**config.mk**
```make
export PLATFORM = sky130hd
export DESIGN_NAME = ble_adv_structure_filter
export DESIGN_NICKNAME = d
export VERILOG_FILES = /design/src/sv/bleasf_pkg.sv /design/src/sv/ble_adv_structure_filter.sv /design/src/sv/bleasf_cfg_regs.sv /design/src/sv/bleasf_parser.sv /design/src/sv/bleasf_out_stage.sv
export VERILOG_INCLUDE_DIRS = /design/src /design/src/sv
export SDC_FILE = /design/constraint.sdc
export NUM_CORES = 1
export LEC_CHECK = 0
export BUFFER_PORTS_ARGS = -buffer_cell sky130_fd_sc_hd__buf_4
export CAP_MARGIN = 20
export CORE_MARGIN = 5
export CORE_UTILIZATION = 30
export CTS_BUF_LIST = sky130_fd_sc_hd__clkbuf_8
export DETAILED_ROUTE_END_ITERATION = 6
export GPL_ROUTABILITY_DRIVEN = 0
export SLEW_MARGIN = 20
export SYNTH_ARGS = -nofsm -noshare
export SYNTH_HDL_FRONTEND = slang
export SYNTH_SLANG_ARGS = --single-unit
```
**constraint.sdc**
```tcl
create_clock -name clk -period 10.6 [get_ports clk]
set_clock_uncertainty 0.05 [all_clocks]
set_input_delay 1.59 -clock clk [delete_from_list [all_inputs] [get_ports clk]]
set_output_delay 1.59 -clock clk [all_outputs]
set_load 0.01 [all_outputs]
```
**src/sv/ble_adv_structure_filter_assert.svh**
```systemverilog
// Assertion macros used by the structure filter parser.
`ifndef BLE_ADV_STRUCTURE_FILTER_ASSERT_SVH
`define BLE_ADV_STRUCTURE_FILTER_ASSERT_SVH

// Same-cycle implication, checked outside reset.
`define BLEASF_ASSERT_NOW(lbl, ante, cons) \
  lbl: assert property (@(posedge clk) disable iff (rst) (ante) |-> (cons)) \
    else $error("structure filter check failed");

// Next-cycle implication, checked outside reset.
`define BLEASF_ASSERT_NEXT(lbl, ante, cons) \
  lbl: assert property (@(posedge clk) disable iff (rst) (ante) |=> (cons)) \
    else $error("structure filter check failed");

`endif

```
**src/sv/bleasf_pkg.sv**
```systemverilog
// Types and constants of the BLE advertising structure filter.
`default_nettype none

package bleasf_pkg;

  localparam int CFG_INDEX_W = 2;

  typedef enum logic [CFG_INDEX_W-1:0] {
    CFG_UUID_FIRST  = 2'd0,
    CFG_UUID_SECOND = 2'd1,
    CFG_COMPANY     = 2'd2
  } cfg_reg_t;

  typedef enum logic [1:0] {
    PH_LEN  = 2'd0,
    PH_BODY = 2'd1,
    PH_STOP = 2'd2
  } phase_t;

  localparam logic [63:0] UUID_FIRST_RESET  = 64'hAAAA_AAAA_BBBB_CCCC;
  localparam logic [63:0] UUID_SECOND_RESET = 64'hDDDD_EEEE_EEEE_EEEE;
  localparam logic [15:0] COMPANY_RESET     = 16'h004C;

  localparam logic [7:0] BEACON_LENGTH = 8'd26;
  localparam logic [7:0] AD_TYPE_MANUF = 8'hFF;
  localparam logic [7:0] AD_TYPE_NAME  = 8'h09;

  localparam logic EVT_BEACON = 1'b0;
  localparam logic EVT_NAME   = 1'b1;

  typedef struct packed {
    logic [7:0]        data_byte;
    logic              last_byte;
    logic signed [7:0] report_rssi;
  } in_item_t;

  typedef struct packed {
    logic              event_kind;
    logic [3:0]        device_slot;
    logic [63:0]       name_front;
    logic [7:0]        name_tail;
    logic [3:0]        name_length;
    logic signed [7:0] signal_level;
    logic [15:0]       beacon_major;
    logic [15:0]       beacon_minor;
    logic signed [7:0] beacon_tx_power;
  } out_item_t;

  typedef struct packed {
    logic [63:0] uuid_first_half;
    logic [63:0] uuid_second_half;
    logic [15:0] company_code;
  } cfg_t;

endpackage

`default_nettype wire

```
**src/sv/ble_adv_structure_filter.sv**
```systemverilog
// Top level of the BLE advertising structure filter.
// Usage:
//   in_*  : one report byte per item, with the last-byte mark and the report RSSI.
//   out_* : one result item per matched beacon structure or captured local name.
//   cfg_* : register writes (index 0/1 UUID halves, 2 company code), always ready;
//           write only while no item is in flight.
// Timing: an accepted byte sits in the input register, where the parse
//   logic evaluates it against the structure state; the result is registered in
//   the output register, which raises out_valid for the structure's final byte.
//   Bytes that end no structure produce no item.
// Throughput: one byte per cycle, set by the single parse stage, except in a stall.
// Reset: parser goes back to expecting a length byte, the name slot count
//   clears and the registers take their default UUID and company code.
// Stall: while out_ready is low and a result waits, bytes that produce no result
//   keep flowing; a byte that would produce one holds in the input register and
//   in_ready drops until the output register frees up.
`default_nettype none

module ble_adv_structure_filter #(
  parameter int MAX_DEVICE_SLOTS = 10,
  parameter int NAME_BYTES_KEPT  = 9
) (
  input  wire logic                              clk,
  input  wire logic                              rst,
  input  wire logic                              in_valid,
  output logic                                   in_ready,
  input  wire bleasf_pkg::in_item_t              in_data,
  output logic                                   out_valid,
  input  wire logic                              out_ready,
  output bleasf_pkg::out_item_t                  out_data,
  input  wire logic                              cfg_valid,
  output logic                                   cfg_ready,
  input  wire logic [bleasf_pkg::CFG_INDEX_W-1:0] cfg_index,
  input  wire logic [63:0]                       cfg_data
);

  bleasf_pkg::cfg_t      cfg;
  logic                  stage_valid, stage_valid_next;
  bleasf_pkg::in_item_t  stage_item;
  logic                  step;
  logic                  hit;
  logic                  free;
  bleasf_pkg::out_item_t result;
  logic                  take;

  assign cfg_ready = 1'b1;

  bleasf_cfg_regs u_cfg (
    .clk      (clk),
    .rst      (rst),
    .wr_en    (cfg_valid && cfg_ready),
    .wr_index (cfg_index),
    .wr_data  (cfg_data),
    .cfg      (cfg)
  );

  // advance the held byte unless its result has nowhere to go
  assign step     = stage_valid && (!hit || free);
  assign in_ready = !stage_valid || step;
  assign take     = in_valid && in_ready;

  always_comb begin
    stage_valid_next = stage_valid;
    if (take) stage_valid_next = 1'b1;
    else if (step) stage_valid_next = 1'b0;
  end

  always_ff @(posedge clk) begin
    if (rst) begin
      stage_valid <= 1'b0;
    end else begin
      stage_valid <= stage_valid_next;
    end
  end

  always_ff @(posedge clk) begin
    if (take) stage_item <= in_data;
  end

  bleasf_parser #(
    .MAX_DEVICE_SLOTS (MAX_DEVICE_SLOTS),
    .NAME_BYTES_KEPT  (NAME_BYTES_KEPT)
  ) u_parser (
    .clk        (clk),
    .rst        (rst),
    .cfg        (cfg),
    .item_valid (stage_valid),
    .item       (stage_item),
    .step       (step),
    .hit        (hit),
    .result     (result)
  );

  bleasf_out_stage u_out (
    .clk       (clk),
    .rst       (rst),
    .load      (step && hit),
    .load_data (result),
    .free      (free),
    .out_valid (out_valid),
    .out_ready (out_ready),
    .out_data  (out_data)
  );

endmodule

`default_nettype wire

```
**src/sv/bleasf_cfg_regs.sv**
```systemverilog
// Configuration register file: UUID halves and company identifier.
`default_nettype none

module bleasf_cfg_regs (
  input  wire logic                                  clk,
  input  wire logic                                  rst,
  input  wire logic                                  wr_en,
  input  wire logic [bleasf_pkg::CFG_INDEX_W-1:0]    wr_index,
  input  wire logic [63:0]                           wr_data,
  output bleasf_pkg::cfg_t                           cfg
);

  bleasf_pkg::cfg_t cfg_next;

  always_comb begin
    cfg_next = cfg;
    if (wr_en) begin
      case (bleasf_pkg::cfg_reg_t'(wr_index))
        bleasf_pkg::CFG_UUID_FIRST:  cfg_next.uuid_first_half  = wr_data;
        bleasf_pkg::CFG_UUID_SECOND: cfg_next.uuid_second_half = wr_data;
        bleasf_pkg::CFG_COMPANY:     cfg_next.company_code     = wr_data[15:0];
        default: ;
      endcase
    end
  end

  always_ff @(posedge clk) begin
    if (rst) begin
      cfg.uuid_first_half  <= bleasf_pkg::UUID_FIRST_RESET;
      cfg.uuid_second_half <= bleasf_pkg::UUID_SECOND_RESET;
      cfg.company_code     <= bleasf_pkg::COMPANY_RESET;
    end else begin
      cfg <= cfg_next;
    end
  end

endmodule

`default_nettype wire

```
**src/sv/bleasf_parser.sv**
```systemverilog
// Length-type-value walker: parse state, beacon match and name capture.
`default_nettype none
`include "ble_adv_structure_filter_assert.svh"

module bleasf_parser #(
  parameter int MAX_DEVICE_SLOTS = 10,
  parameter int NAME_BYTES_KEPT  = 9
) (
  input  wire logic                 clk,
  input  wire logic                 rst,
  input  wire bleasf_pkg::cfg_t     cfg,
  input  wire logic                 item_valid,
  input  wire bleasf_pkg::in_item_t item,
  input  wire logic                 step,
  output logic                      hit,
  output bleasf_pkg::out_item_t     result
);

  bleasf_pkg::phase_t phase, phase_next;
  logic [7:0]  structure_length, structure_length_next;
  logic [7:0]  structure_type, structure_type_next;
  logic [7:0]  byte_position, byte_position_next;
  logic        match_ok, match_ok_next;
  logic [71:0] name_shift, name_shift_next;
  logic [39:0] tail_bytes, tail_bytes_next;
  logic [3:0]  devices_taken, devices_taken_next;

  logic [7:0]   b;
  logic [7:0]   pos_inc;
  logic [127:0] uuid_all;
  logic [3:0]   uuid_idx;
  logic [7:0]   uuid_byte;
  logic         end_of_struct;
  logic         beacon_hit;
  logic         name_hit;
  logic [7:0]   name_count;
  logic [7:0]   type_now;
  logic         match_now;
  logic [71:0]  name_now;
  logic [39:0]  tail_now;

  assign b         = item.data_byte;
  assign pos_inc   = byte_position + 8'd1;
  assign uuid_all  = {cfg.uuid_first_half, cfg.uuid_second_half};
  assign uuid_idx  = 4'(pos_inc - 8'd6);
  // byte i of the UUID sits at bits 127-8i down
  assign uuid_byte = uuid_all[{~uuid_idx, 3'b111} -: 8];
  assign end_of_struct = (phase == bleasf_pkg::PH_BODY) && (pos_inc == structure_length);
  assign name_count    = structure_length - 8'd1;

  // next state
  always_comb begin
    phase_next            = phase;
    structure_length_next = structure_length;
    structure_type_next   = structure_type;
    byte_position_next    = byte_position;
    match_ok_next         = match_ok;
    name_shift_next       = name_shift;
    tail_bytes_next       = tail_bytes;
    case (phase)
      bleasf_pkg::PH_LEN: begin
        if (b == 8'd0) begin
          phase_next = bleasf_pkg::PH_STOP;
        end else begin
          phase_next            = bleasf_pkg::PH_BODY;
          structure_length_next = b;
          structure_type_next   = 8'd0;
          byte_position_next    = 8'd0;
          match_ok_next         = 1'b1;
          name_shift_next       = '0;
          tail_bytes_next       = '0;
        end
      end
      bleasf_pkg::PH_BODY: begin
        byte_position_next = pos_inc;
        if (pos_inc == 8'd1) begin
          structure_type_next = b;
          if (b != bleasf_pkg::AD_TYPE_MANUF || structure_length != bleasf_pkg::BEACON_LENGTH)
            match_ok_next = 1'b0;
        end else if (pos_inc == 8'd2) begin
          if (b != cfg.company_code[7:0]) match_ok_next = 1'b0;
        end else if (pos_inc == 8'd3) begin
          if (b != cfg.company_code[15:8]) match_ok_next = 1'b0;
        end else if (pos_inc >= 8'd6 && pos_inc <= 8'd21) begin
          if (b != uuid_byte) match_ok_next = 1'b0;
        end else if (pos_inc >= 8'd22 && pos_inc <= 8'd26) begin
          tail_bytes_next = {tail_bytes[31:0], b};
        end
        for (int j = 0; j < 9; j++) begin
          if (j < NAME_BYTES_KEPT && pos_inc == 8'(j + 2))
            name_shift_next[71 - 8*j -: 8] = b;
        end
        if (pos_inc == structure_length) phase_next = bleasf_pkg::PH_LEN;
      end
      default: ;
    endcase
    // the structure's final byte may also end the report: keep what it saw
    type_now  = structure_type_next;
    match_now = match_ok_next;
    name_now  = name_shift_next;
    tail_now  = tail_bytes_next;
    // restart at the report boundary
    if (item.last_byte) begin
      phase_next            = bleasf_pkg::PH_LEN;
      structure_length_next = 8'd0;
      structure_type_next   = 8'd0;
      byte_position_next    = 8'd0;
      match_ok_next         = 1'b1;
      name_shift_next       = '0;
      tail_bytes_next       = '0;
    end
  end

  // outputs
  always_comb begin
    beacon_hit = 1'b0;
    name_hit   = 1'b0;
    result     = '0;
    if (end_of_struct) begin
      if (type_now == bleasf_pkg::AD_TYPE_MANUF &&
          structure_length == bleasf_pkg::BEACON_LENGTH && match_now) begin
        beacon_hit = 1'b1;
      end else if (type_now == bleasf_pkg::AD_TYPE_NAME &&
                   devices_taken < 4'(MAX_DEVICE_SLOTS)) begin
        name_hit = 1'b1;
      end
    end
    if (beacon_hit) begin
      result.event_kind      = bleasf_pkg::EVT_BEACON;
      result.signal_level    = item.report_rssi;
      result.beacon_major    = tail_now[39:24];
      result.beacon_minor    = tail_now[23:8];
      result.beacon_tx_power = tail_now[7:0];
    end else if (name_hit) begin
      result.event_kind   = bleasf_pkg::EVT_NAME;
      result.device_slot  = devices_taken;
      result.name_front   = name_now[71:8];
      result.name_tail    = name_now[7:0];
      result.name_length  = (name_count > 8'(NAME_BYTES_KEPT)) ? 4'(NAME_BYTES_KEPT)
                                                               : name_count[3:0];
      result.signal_level = item.report_rssi;
    end
    hit = item_valid && (beacon_hit || name_hit);
  end

  assign devices_taken_next = name_hit ? devices_taken + 4'd1 : devices_taken;

  always_ff @(posedge clk) begin
    if (rst) begin
      phase            <= bleasf_pkg::PH_LEN;
      structure_length <= 8'd0;
      structure_type   <= 8'd0;
      byte_position    <= 8'd0;
      match_ok         <= 1'b1;
      name_shift       <= '0;
      tail_bytes       <= '0;
      devices_taken    <= 4'd0;
    end else if (step) begin
      phase            <= phase_next;
      structure_length <= structure_length_next;
      structure_type   <= structure_type_next;
      byte_position    <= byte_position_next;
      match_ok         <= match_ok_next;
      name_shift       <= name_shift_next;
      tail_bytes       <= tail_bytes_next;
      devices_taken    <= devices_taken_next;
    end
  end

  `BLEASF_ASSERT_NOW(a_slots_bounded, 1'b1, devices_taken <= 4'(MAX_DEVICE_SLOTS))
  `BLEASF_ASSERT_NOW(a_body_inside, phase == bleasf_pkg::PH_BODY, byte_position < structure_length)
  `BLEASF_ASSERT_NEXT(a_report_restart, step && item.last_byte, phase == bleasf_pkg::PH_LEN && byte_position == 8'd0)
  `BLEASF_ASSERT_NEXT(a_slot_taken, step && hit && result.event_kind == bleasf_pkg::EVT_NAME, devices_taken == $past(devices_taken) + 4'd1)

endmodule

`default_nettype wire

```
**src/sv/bleasf_out_stage.sv**
```systemverilog
// Result register with valid/ready handshake toward the receiver.
`default_nettype none

module bleasf_out_stage (
  input  wire logic                  clk,
  input  wire logic                  rst,
  input  wire logic                  load,
  input  wire bleasf_pkg::out_item_t load_data,
  output logic                       free,
  output logic                       out_valid,
  input  wire logic                  out_ready,
  output bleasf_pkg::out_item_t      out_data
);

  logic out_valid_next;

  assign free = !out_valid || out_ready;

  always_comb begin
    out_valid_next = out_valid;
    if (load) out_valid_next = 1'b1;
    else if (out_ready) out_valid_next = 1'b0;
  end

  always_ff @(posedge clk) begin
    if (rst) begin
      out_valid <= 1'b0;
    end else begin
      out_valid <= out_valid_next;
    end
  end

  always_ff @(posedge clk) begin
    if (load) out_data <= load_data;
  end

endmodule

`default_nettype wire

```
### After elaboration in Yosys (flattened, before gate mapping)

Cells that the tools add are included.

| word-level totals | value |
|---|---|
| flip-flop bits (word level) | 435 |
| input bits | 88 |
| output and inout bits | 132 |

| cells by class | value |
|---|---|
| add/sub/neg operators | 4 |
| order comparisons | 6 |
| equal/unequal tests | 25 |
| shifts and indexed selects | 1 |
| mux-type cells | 57 |
| bitwise gates (word level) | 2 |
| reduce and logical (&&, ||, !) cells | 34 |

Operators by type and width:

| cell | number |
|---|---|
| 40-bit two-way mux | 7 |
| 72-bit two-way mux | 2 |
| 8-bit two-way mux | 18 |
| 72-bit one-hot mux with 2 select lines | 1 |
| 135-bit by 8-bit indexed part select with 8-bit output | 1 |
| 89-bit two-way mux | 1 |
| 40-bit one-hot mux with 2 select lines | 1 |
| 8-bit by 3-bit == test with 1-bit output (second input constant) | 4 |
| 8-bit by 4-bit == test with 1-bit output (second input constant) | 4 |
| 8-bit one-hot mux with 2 select lines | 2 |
| 8-bit != test | 3 |
| 1-bit two-way mux | 19 |
| 8-bit by 2-bit == test with 1-bit output (second input constant) | 2 |
| 8-bit by 5-bit less-or-equal comparator with 1-bit output (second input constant) | 2 |
| 1-bit logical AND | 10 |
| 3-bit AND reduction | 3 |
| 8-bit by 1-bit adder with 8-bit output (second input constant) | 1 |
| 8-bit by 1-bit == test with 1-bit output (second input constant) | 1 |
| 8-bit by 5-bit == test with 1-bit output (second input constant) | 1 |
| 8-bit == test | 1 |
| 8-bit == test (second input constant) | 1 |
| 8-bit by 3-bit greater-or-equal comparator with 1-bit output (second input constant) | 1 |
| 8-bit by 5-bit greater-or-equal comparator with 1-bit output (second input constant) | 1 |
| 8-bit by 4-bit greater-than comparator with 1-bit output (second input constant) | 1 |
| 25 further kinds | 41 |

### Depth between registers and ports, before layout

Gate-level depths: netlist of run 1.

| logic depth | value |
|---|---|
| depth after elaboration | 22 |
| mapped depth | 18 |
| gate-level depth less buffers | 12 |

### Hierarchy

A second synthesis of run 1 with hierarchy kept.

| second synthesis, totals | value |
|---|---|
| cell total of the unflattened synthesis | 1896 |
| area, all modules | 19484.9 sq um |

Modules (own cells, without submodules):

| module | times used | cells an instance | area each (sq um) |
|---|---|---|---|
| bleasf_parser | 1 | 1159 | 9178.8 |
| bleasf_cfg_regs | 1 | 577 | 5784.3 |
| bleasf_out_stage | 1 | 133 | 3920.0 |
| ble_adv_structure_filter | 1 | 27 | 601.8 |

### Worst setup path after synthesis of run 1

No wires, ideal clock.

| timing path | value |
|---|---|
| path type | flip-flop to flip-flop |
| start point | reg u_parser.byte_position[0] |
| end point | reg, netlist name u_out.out_data[0] |
| library setup time | 0.660 ns |
| arrival time | 9.443 ns |
| path slack | 0.448 ns |
| stages on the path, launching flop included | 14 |
| buffers on the path | 4 |
| period minus slack after synthesis | 10.152 ns |
| cell sequence | dfxtp_1 > buf_4 > buf_1 > inv_1 > ha_1 > clkbuf_1 > xor2_1 > nor4_1 > nand4_1 > nor3_1 > o211a_1 > or4b_1 > buf_4 > a21oi_1 |

| between the ends | value |
|---|---|
| word-level cells in the longest chain between the ends | 20 |

Ends and longest elaborated chain:

| item | line | RTL |
|---|---|---|
| start, declared | bleasf_parser.sv:22 | `logic [7:0] byte_position, byte_position_next;` |
| start signal, assigned | bleasf_parser.sv:162 | `byte_position <= byte_position_next;` |
| 8-bit by 1-bit adder with 8-bit output (*) | bleasf_parser.sv:43 | `assign pos_inc = byte_position + 8'd1;` |
| 4-bit by 3-bit subtractor with 4-bit output | bleasf_parser.sv:45 | `assign uuid_idx = 4'(pos_inc - 8'd6);` |
| 4-bit NOT | bleasf_parser.sv:47 | `assign uuid_byte = uuid_all[{~uuid_idx, 3'b111} -: 8];` |
| 135-bit by 8-bit indexed part select with 8-bit output | bleasf_parser.sv:47 |  |
| 8-bit != test | bleasf_parser.sv:85 | `if (b != uuid_byte) match_ok_next = 1'b0;` |
| 1-bit two-way mux | bleasf_parser.sv:85 |  |
| 1-bit two-way mux | bleasf_parser.sv:84 | `end else if (pos_inc >= 8'd6 && pos_inc <= 8'd21) begin` |
| 1-bit two-way mux | bleasf_parser.sv:82 | `end else if (pos_inc == 8'd3) begin` |
| (+5 left out) | - |  |
| 1-bit two-way mux | bleasf_parser.sv:119 | `if (end_of_struct) begin` |
| 1-bit logical OR (*) | bleasf_parser.sv:143 | `hit = item_valid && (beacon_hit \|\| name_hit);` |
| 1-bit logical AND (*) | bleasf_parser.sv:143 |  |
| 1-bit zero test | ble_adv_structure_filter.sv:58 | `assign step = stage_valid && (!hit \|\| free);` |
| 1-bit logical OR | ble_adv_structure_filter.sv:58 |  |
| 1-bit logical AND | ble_adv_structure_filter.sv:58 |  |
| 1-bit logical AND (*) | ble_adv_structure_filter.sv:97 | `.load (step && hit),` |
| via u_out.load | bleasf_out_stage.sv:7 | `input wire logic load,` |

The timed path passes the listed nets; every way through them passes the cells marked *.
A chain may end at the register's enable or synchronous reset.

### Worst setup path in the final report of run 1

| timing path | value |
|---|---|
| start point | reg u_parser.byte_position[0] |
| end point | out in_ready |

| between the ends | value |
|---|---|
| word-level cells in the longest chain between the ends | 20 |

Ends and longest elaborated chain:

| item | line | RTL |
|---|---|---|
| 8-bit by 1-bit adder with 8-bit output (*) | bleasf_parser.sv:43 |  |
| 4-bit by 3-bit subtractor with 4-bit output | bleasf_parser.sv:45 |  |
| 4-bit NOT | bleasf_parser.sv:47 |  |
| 135-bit by 8-bit indexed part select with 8-bit output | bleasf_parser.sv:47 |  |
| 8-bit != test | bleasf_parser.sv:85 |  |
| 1-bit two-way mux | bleasf_parser.sv:85 |  |
| 1-bit two-way mux | bleasf_parser.sv:84 |  |
| 1-bit two-way mux | bleasf_parser.sv:82 |  |
| (+4 left out) | - |  |
| 1-bit two-way mux | bleasf_parser.sv:120 | `if (type_now == bleasf_pkg::AD_TYPE_MANUF &&` |
| 1-bit two-way mux | bleasf_parser.sv:119 |  |
| 1-bit logical OR (*) | bleasf_parser.sv:143 |  |
| 1-bit logical AND (*) | bleasf_parser.sv:143 |  |
| 1-bit zero test (*) | ble_adv_structure_filter.sv:58 |  |
| 1-bit logical OR (*) | ble_adv_structure_filter.sv:58 |  |
| 1-bit logical AND (*) | ble_adv_structure_filter.sv:58 |  |
| 1-bit logical OR (*) | ble_adv_structure_filter.sv:59 | `assign in_ready = !stage_valid \|\| step;` |
| end, declared | ble_adv_structure_filter.sv:26 | `output logic in_ready,` |

Mark *: on every way between the ends. The rest lies on a longest branch, timed or not.

==> results of run 1 <==
-- state kept, by name, indices dropped and copies added, names as in the netlist --
register,cells
u_cfg.cfg,144
u_out.out_data,129
u_parser.name_shift,72
u_parser.tail_bytes,40
stage_item,17
u_parser.byte_position,8
u_parser.structure_length,8
u_parser.structure_type,8
u_parser.devices_taken,4
u_parser.phase,2
stage_valid,1
u_out.out_valid,1
u_parser.match_ok,1
-- placed cells by master, fill, tap and decap left out, types with 4 or more instances in the layout --
cell type  count
mux2i_1       18
edfxtp_1     146
o21ai_0       22
a32o_1        37
buf_4        249
o22ai_1       28
a221oi_1       5
nand2_1      376
clkinv_1       6
clkinv_2       4
a22oi_1      114
ha_1          10
o211ai_1       8
a211oi_1       7
nand3_1      121
o31ai_1       45
nor2_1       147
o32ai_1        8
and3_1        15
a21oi_1       93
xor2_1         7
nor3_1        14
a31oi_1        7
or3_1          7
xnor2_1       37
o311ai_0      48
mux4_2        23
inv_1         63
nor2b_1        6
dfxtp_1      288
o21ai_1       14
nor4_1         8
a21o_1         6
nand4_1       11
a22o_1         5
clkbuf_8      87
and2_1        24
-- report_power, final --
group          total, uW  leakage, uW  internal (uW)  switching [uW]
logic                216      0.00348           73.0             143
registers           1770      0.00346           1750            21.9
clock network       1450     0.000874            754             695
-- cell type report --
type | count | share of cell area, %
Clock inverter | 53 | 1.071
Timing Repair Buffer | 249 | 8.203
Multi-Input combinational cell | 1338 | 35.75
Clock buffer | 87 | 5.255
Tap cell | 846 | 4.645
Inverter | 26 | 0.4393
Sequential cell | 435 | 44.64
-- metal layers --
metal,part of all wire [%],global-route usage [%],up-vias
li1,-,-,7546
met1,41,20.94,7822
met2,49,27.93,689
met3,7.5,3.720,123
met4,2.5,5.158,0
met5,0,0,-
-- per-stage QoR --
step | area [sq um] | hold WS, ns | power, uW
finish | 22790 | 0.4029 | 3433
global placement | 21330 | 0.3900 | 2012
global route | 22790 | 0.4258 | 3575
floorplan | 19090 | 0.3788 | 1925
CTS | 22780 | 0.4037 | 3471
detailed placement | 21340 | 0.3957 | 2017
-- Yosys cell counts, types with 8 or more instances --
library cell | n | share of area, %
xor2_1 | 8 | 0.37
o211ai_1 | 8 | 0.31
o31ai_1 | 45 | 1.8
nor4_1 | 8 | 0.26
and3_1 | 15 | 0.49
a31oi_1 | 8 | 0.26
a32o_1 | 37 | 1.9
edfxtp_1 | 146 | 23
and2_1 | 24 | 0.79
buf_2 | 21 | 0.55
xnor2_1 | 39 | 1.8
dfxtp_1 | 289 | 30
nor3_1 | 14 | 0.37
o311ai_0 | 48 | 2.2
mux4_2 | 23 | 2.7
a21oi_1 | 94 | 2.5
mux2i_1 | 18 | 0.94
o21ai_1 | 14 | 0.37
nand3_1 | 121 | 3.2
o21ai_0 | 23 | 0.60
o32ai_1 | 8 | 0.37
o22ai_1 | 28 | 0.92
a22oi_1 | 114 | 4.5
inv_1 | 25 | 0.49
clkbuf_1 | 123 | 2.4
nand4_1 | 11 | 0.36
ha_1 | 10 | 0.66
nand2_1 | 376 | 7.4
nor2_1 | 148 | 2.9
buf_1 | 27 | 0.53
-- worst max-delay path: stages (launching register included) --
cell and delay, ns:
dfxtp_2 0.32, buf_4 0.64, ha_1 0.53, xor2_1 0.14, o2bb2ai_1 0.44, and2_1 0.27
o211ai_1 0.11, a221oi_1 0.36, nand4b_1 0.19, or4b_1 0.54, buf_4 0.28, nand2_1 0.37
nand3_1 0.17, buf_4 0.20
-- worst min-delay path by stage --
stage                                   end  slack [ns]  cells past startpoint
floorplan           u_parser.name_shift[64]        0.38                      2
global placement              u_cfg.cfg[84]        0.39                      2
detailed placement           u_cfg.cfg[102]        0.40                      2
CTS                          u_cfg.cfg[102]        0.40                      2
global route                 u_cfg.cfg[102]        0.43                      2
finish              u_parser.name_shift[68]        0.40                      2
-- kinds of logic (layout without fill, tap and decap cells) --
kind of cell	after synthesis	count (layout)
AND/OR/NAND/NOR	758	758
multiplexers	44	44
other	1	1
flip-flops	435	435
AO/OA/AOI/OAI	478	478
adder cells (fa/ha/maj)	10	10
XOR/XNOR	47	47
buffers and inverters	206	415
==> out/summary.log, run 1 <==
INFO  routing        drt_iter0_drc=1612
INFO  global_routing gr_ovfl_total=0
INFO  routing        drt-vias-per-instance=5.333
INFO  synthesis      compound_gate_portion_of_the_synthesized_area=18.14%
INFO  layout         fin_util=36.12%
INFO  cts            htreeDepth=3
INFO  sta            finalHoldViolations=0
INFO  global_routing grt.total_usage=16.45%
INFO  global_routing initial_antenna_violation_count=0
INFO  synthesis      yosys_most_used_dff=dfxtp_1
INFO  sta            setup-tns-final=0ns
INFO  floorplanning  floorplan.io_pins=220
INFO  routing        count_of_tritonroute_iterations_in_the_first_routing_pass=6
INFO  synthesis      post_synth_xor_area_fraction=2.157%
INFO  sta            timing_max_transition_violations_final=0
INFO  setup_path     worst-r2r-cell-count=14
INFO  setup_path     critPathCaptureType=output port
INFO  cts            insertion_delay=0.67ns
INFO  floorplanning  placeableCoreArea=0.06308sqmm
INFO  cts            cts-resized-gates=0
INFO  synthesis      yosysSeqAreaShare=53.28%
INFO  worst_hold_path worst_hold_startpoint=u_parser.name_shift[68]
INFO  synthesis      synth.ff_latch_count=435
INFO  layout         diodes=0
INFO  run_status     outcome=finished, final reports clean
INFO  synthesis      yosys_warnings=0
INFO  layout         num-fill-cells=6475
INFO  synthesis      post_synth_fa_ha_maj_area_fraction=0.6555%
INFO  cts            cts_num_sinks=435
INFO  routing        drt_wl_total=59340microns
INFO  floorplanning  fp.dieH=262.2microns
INFO  synthesis      post_synth_instance_area=0.01909sqmm
INFO  synthesis      synth.area.mux_share=3.894%
INFO  setup_path     r2r_setup_slk=3.96ns
INFO  layout         layout-area-overhead-vs-synth=19.38%
INFO  global_routing maximum_number_of_pins_on_one_net_before_global_route_repair=97
INFO  setup_path     crit-reg2reg-launch=u_parser.byte_position[0]
INFO  cts            cts_root_buf=clkbuf_8
INFO  sta            fmax=144.9MHz
INFO  floorplanning  rows=92
INFO  layout         final_cell_count_no_fill=3034
INFO  cts            cts_hold_repair.buffers=0
INFO  global_routing grt_pass1_vias=15780
INFO  setup_path     crit_path_start_kind=flop
INFO  setup_path     setup.worst_path.class=reg2out
INFO  routing        dr_total_vias=16180
INFO  setup_path     r2r-end=u_parser.tail_bytes[30]
INFO  setup_path     crit_arrival=5.26ns
INFO  power          powerDensity=150.7mW/mm^2
INFO  flow_run       drv.max_cap_violation_count=0
INFO  layout         nNetsFinal=2224
INFO  power          p_leak=0.007812uW
INFO  cts            numCtsBuffers=76
INFO  sta            setup_viol=0
INFO  sta            setup_slack=3.700ns
INFO  synthesis      main_combinational_cell_family_by_area_after_synthesis=compound AO/OA/AOI/OAI gates
INFO  synthesis      yosys.cell_types.count=81
INFO  global_routing grt_first_pass_wirelength=91910microns
INFO  synthesis      ys_async_sr_fraction=0%
INFO  routing        drt-wirelength-per-cell=19.56microns
INFO  sta            tightest_slew_margin_relative_to_the_limit=21.12%
INFO  sta            grt_setup_unrepaired=false
INFO  placement      post-place-cells=2894
INFO  placement      dp_hpwl=39810microns
INFO  cts            cts_post_setup_buffers_inserted=0
INFO  setup_path     worstPathRequired=8.96ns
INFO  floorplanning  start_util=30.26%
INFO  placement      post-place-ws=3.999ns
INFO  worst_hold_path worst_hold_class=reg2reg
INFO  layout         area_taken_by_multi_input_logic_gates=0.008147sqmm
INFO  synthesis      synth.avg_cell_area=9.645squm
INFO  setup_path     setup.worst_path.start=u_parser.byte_position[0]
INFO  synthesis      synth.net_count=2077
INFO  routing        route.detailed.drc=0
INFO  setup_path     maximum_net_fanout_on_the_critical_path=49
INFO  routing        route.antenna.remaining_nets=0
INFO  sta            final.min_clock_period=6.900ns
INFO  synthesis      number_of_enable_flip_flop_cells_after_synthesis=146
INFO  cts            tritoncts=done
INFO  floorplanning  floorplan.die_area=0.06877sqmm
INFO  sta            finalCritPeriodShare=65.10%
INFO  floorplanning  die_w=262.2microns
INFO  cts            cts.reportedPaths.clkPinSlew=0.05ns
INFO  setup_path     setup.worst_path.end=in_ready
INFO  placement      io_buffer_count=218
INFO  power          worst_ir_drop_vdd=0.00007689V
INFO  cts            clock_tree.buffer_depth=3
INFO  sta            tightestPinTransition=1.183ns
INFO  synthesis      synth_cells=1979
INFO  synthesis      yosys.area_share.simple=17.44%
INFO  layout         drive_gt1_share=18.28%
INFO  layout         area.sequential=0.01017sqmm
No activity file was read; power rests on OpenSTA's default activity.
==> inputs of run 2 (changes only) <==
clock period = 6.2 ns   (was 10.6 ns; I/O delays follow)
==> run 2 against run 1 <==
First-iteration DRC count up 6.0%. Final cell count increased by 0.36%. Routed wire length up 1.1%. Register-to-register slack worse by 2.9 ns. Critical endpoint unchanged. Highest routed layer unchanged. Final area increased by 1.3%.
==> out/summary.log, run 2 (synthesis results as in run 1) <==
INFO  routing        count_of_tritonroute_iterations_in_the_first_routing_pass=5
INFO  cts            cts-resized-gates=0
INFO  flow_run       drv.max_cap_violation_count=0
INFO  sta            setup_slack=0.5296ns
INFO  setup_path     worstPathRequired=5.22ns
INFO  global_routing grt_pass1_vias=15840
INFO  routing        drt_wl_total=60030microns
INFO  sta            setup-tns-final=0ns
INFO  global_routing initial_antenna_violation_count=0
INFO  floorplanning  placeableCoreArea=0.06308sqmm
INFO  routing        route.detailed.drc=0
INFO  layout         nNetsFinal=2236
INFO  power          p_leak=0.007909uW
INFO  cts            numCtsBuffers=79
INFO  power          combPwrFrac=5.9%
INFO  floorplanning  die_w=262.2microns
INFO  sta            timing_max_transition_violations_final=0
INFO  floorplanning  start_util=30.26%
INFO  global_routing grt_first_pass_wirelength=92680microns
INFO  setup_path     crit_path_cell_trace=ha_1 -> xor2_1 -> o2bb2ai_1 -> and2_1 -> o211ai_1 -> a221oi_1 -> nand4b_1 -> or4b_1 -> buf_4 -> nand2_1 -> nand3_1 -> buf_4
INFO  cts            cts.reportedPaths.clkPinSlew=0.06ns
INFO  worst_hold_path hold-path-cell-count=1
INFO  setup_path     crit_arrival=4.69ns
INFO  sta            setup_viol=0
INFO  routing        dr_total_vias=16210
INFO  setup_path     maximum_net_fanout_on_the_critical_path=45
INFO  layout         layout-area-overhead-vs-synth=20.89%
INFO  cts            cts_num_sinks=435
INFO  routing        drt-vias-per-instance=5.323
INFO  layout         largest_registers=u_cfg.cfg: 144 flops, u_out.out_data: 129 flops, u_parser.name_shift: 72 flops
INFO  setup_path     critPathCaptureType=output port
INFO  layout         finalInstanceArea=0.02308sqmm
INFO  sta            finalCritPeriodShare=91.46%
INFO  layout         reg_with_most_ffs=u_cfg.cfg
INFO  cts            cts_hold_repair.buffers=0
INFO  placement      post-place-ws=1.162ns
INFO  power          total_switching_power=1503uW
INFO  setup_path     path_delay_family=simple AND/OR/NAND/NOR gates
INFO  setup_path     crit_path_max_incr_delay=0.53ns
INFO  placement      postPlaceCellArea=0.02147sqmm
INFO  power          worst_ir_drop_vdd=0.0001318V
INFO  cts            clock_tree.buffer_depth=3
INFO  floorplanning  fp.dieH=262.2microns
INFO  routing        drt_iter0_drc=1708
INFO  sta            final.hold.worst_slack=0.3971ns
INFO  power          powerDensity=266.1mW/mm^2
INFO  global_routing grt.total_usage=16.62%
INFO  global_routing gr_ovfl_total=0
INFO  placement      dp_hpwl=40510microns
INFO  floorplanning  floorplan.die_area=0.06877sqmm
INFO  layout         layout.cells.most_common=nand2_1
INFO  cts            htreeDepth=3
INFO  routing        route.antenna.remaining_nets=0
INFO  routing        drt-wirelength-per-cell=19.71microns
INFO  floorplanning  rows=92
INFO  cts            cts_post_setup_buffers_inserted=0
INFO  run_status     outcome=finished, final reports clean
INFO  cts            insertion_delay=0.67ns
INFO  sta            tightestPinTransition=1.081ns
INFO  layout         drive_gt1_share=19.05%
INFO  setup_path     worst-r2r-cell-count=13
INFO  setup_path     total_buffers_and_inverters_traversed_by_the_critical_path=2
INFO  setup_path     critical_path.most_common_cell=buf_4
INFO  sta            fmax=176.4MHz
INFO  cts            cts_root_buf=clkbuf_8
INFO  setup_path     setup.worst_path.class=reg2out
INFO  layout         diodes=0
INFO  global_routing maximum_number_of_pins_on_one_net_before_global_route_repair=94
INFO  floorplanning  floorplan.io_pins=220
INFO  power          power.switching_fraction=24.48%
INFO  sta            grt_setup_unrepaired=false
INFO  setup_path     crit_cells=12
INFO  placement      io_buffer_count=218
INFO  power          pwr-share-seq=49.4%
INFO  sta            tightest_slew_margin_relative_to_the_limit=27.94%
INFO  setup_path     crit_slowest_cell=or4b_1
INFO  power          p_int=4637uW
INFO  layout         largest_register_ffs=144
INFO  power          clock_power_share=44.6%
INFO  cts            tritoncts=done
INFO  sta            final.min_clock_period=5.670ns
INFO  layout         commonest_cells_after_routing_fill_and_taps_aside=nand2_1, dfxtp_1, buf_4
INFO  worst_hold_path worst_hold_class=in2reg
INFO  setup_path     crit_path_start_kind=flop
INFO  sta            finalHoldViolations=0
## run 2: changes by cell type in the layout (fill, tap and decap cells not counted), moves of 2 or more
| cell | delta |
|---|---|
| buf_4 | +4 |
| clkbuf_8 | +2 |
| a211oi_1 | -2 |
| inv_1 | -8 |
| buf_12 | +5 |
| a211oi_2 | +2 |
| bufinv_16 | +5 |
## run 2: routing by layer
layer	part of all wire [%]	routed length (microns)	GRT usage [%]
met1	40	24090	21.16
met2	49	29470	28.30
met3	8.1	4844	3.430
met4	2.7	1618	5.512
met5	0	0	0
## run 2: worst paths after layout
kind | from | end | slack, ns
max | u_parser.byte_position[1] | in_ready | 0.53
min | in_data[4] | stage_item[4] | 0.40
max reg2reg | u_parser.byte_position[1] | u_parser.tail_bytes[39] | 1.09
min reg2reg | u_cfg.cfg[52] | u_cfg.cfg[52] | 0.40
## run 2: area by class of cell
type	instances	area [sq um]
multi-input cells	1338	8149
clock inverters	53	372.9
inverters	26	100.1
fillers	6473	40000
repair buffers	258	1999
clock buffers	89	1225
flip-flops and latches	435	10170
well taps	846	1059
## run 2: power groups by stage
stage | clock network (uW) | logic, uW | registers [uW]
after floorplan | 0 | 225 | 3070
after global placement | 0 | 354 | 3090
after detailed placement | 0 | 360 | 3090
after global routing | 2950 | 396 | 3040
final | 2740 | 365 | 3030
after CTS | 2810 | 361 | 3030
## run 2: worst register-to-register path, cell delays in order, from the launching register on
cell and delay (ns):
dfxtp_1 0.47, ha_1 0.49, xor2_1 0.15, o2bb2ai_1 0.51, and2_1 0.27, o211ai_1 0.11, a221oi_1 0.33, nand4b_1 0.14
or4b_1 0.53, buf_4 0.29, a21oi_4 0.19, buf_4 0.35, or3_1 0.89, a32o_1 0.30
## run 2: stage by stage
stage                     utilization (%)  instances  power [uW]
after global placement              34.02       2903        3446
after detailed placement            34.03       2903        3453
after CTS                           36.56       3045        6201
after global routing                36.58       3045        6386
after floorplan                         -       1979        3291
final                               36.58       3045        6140
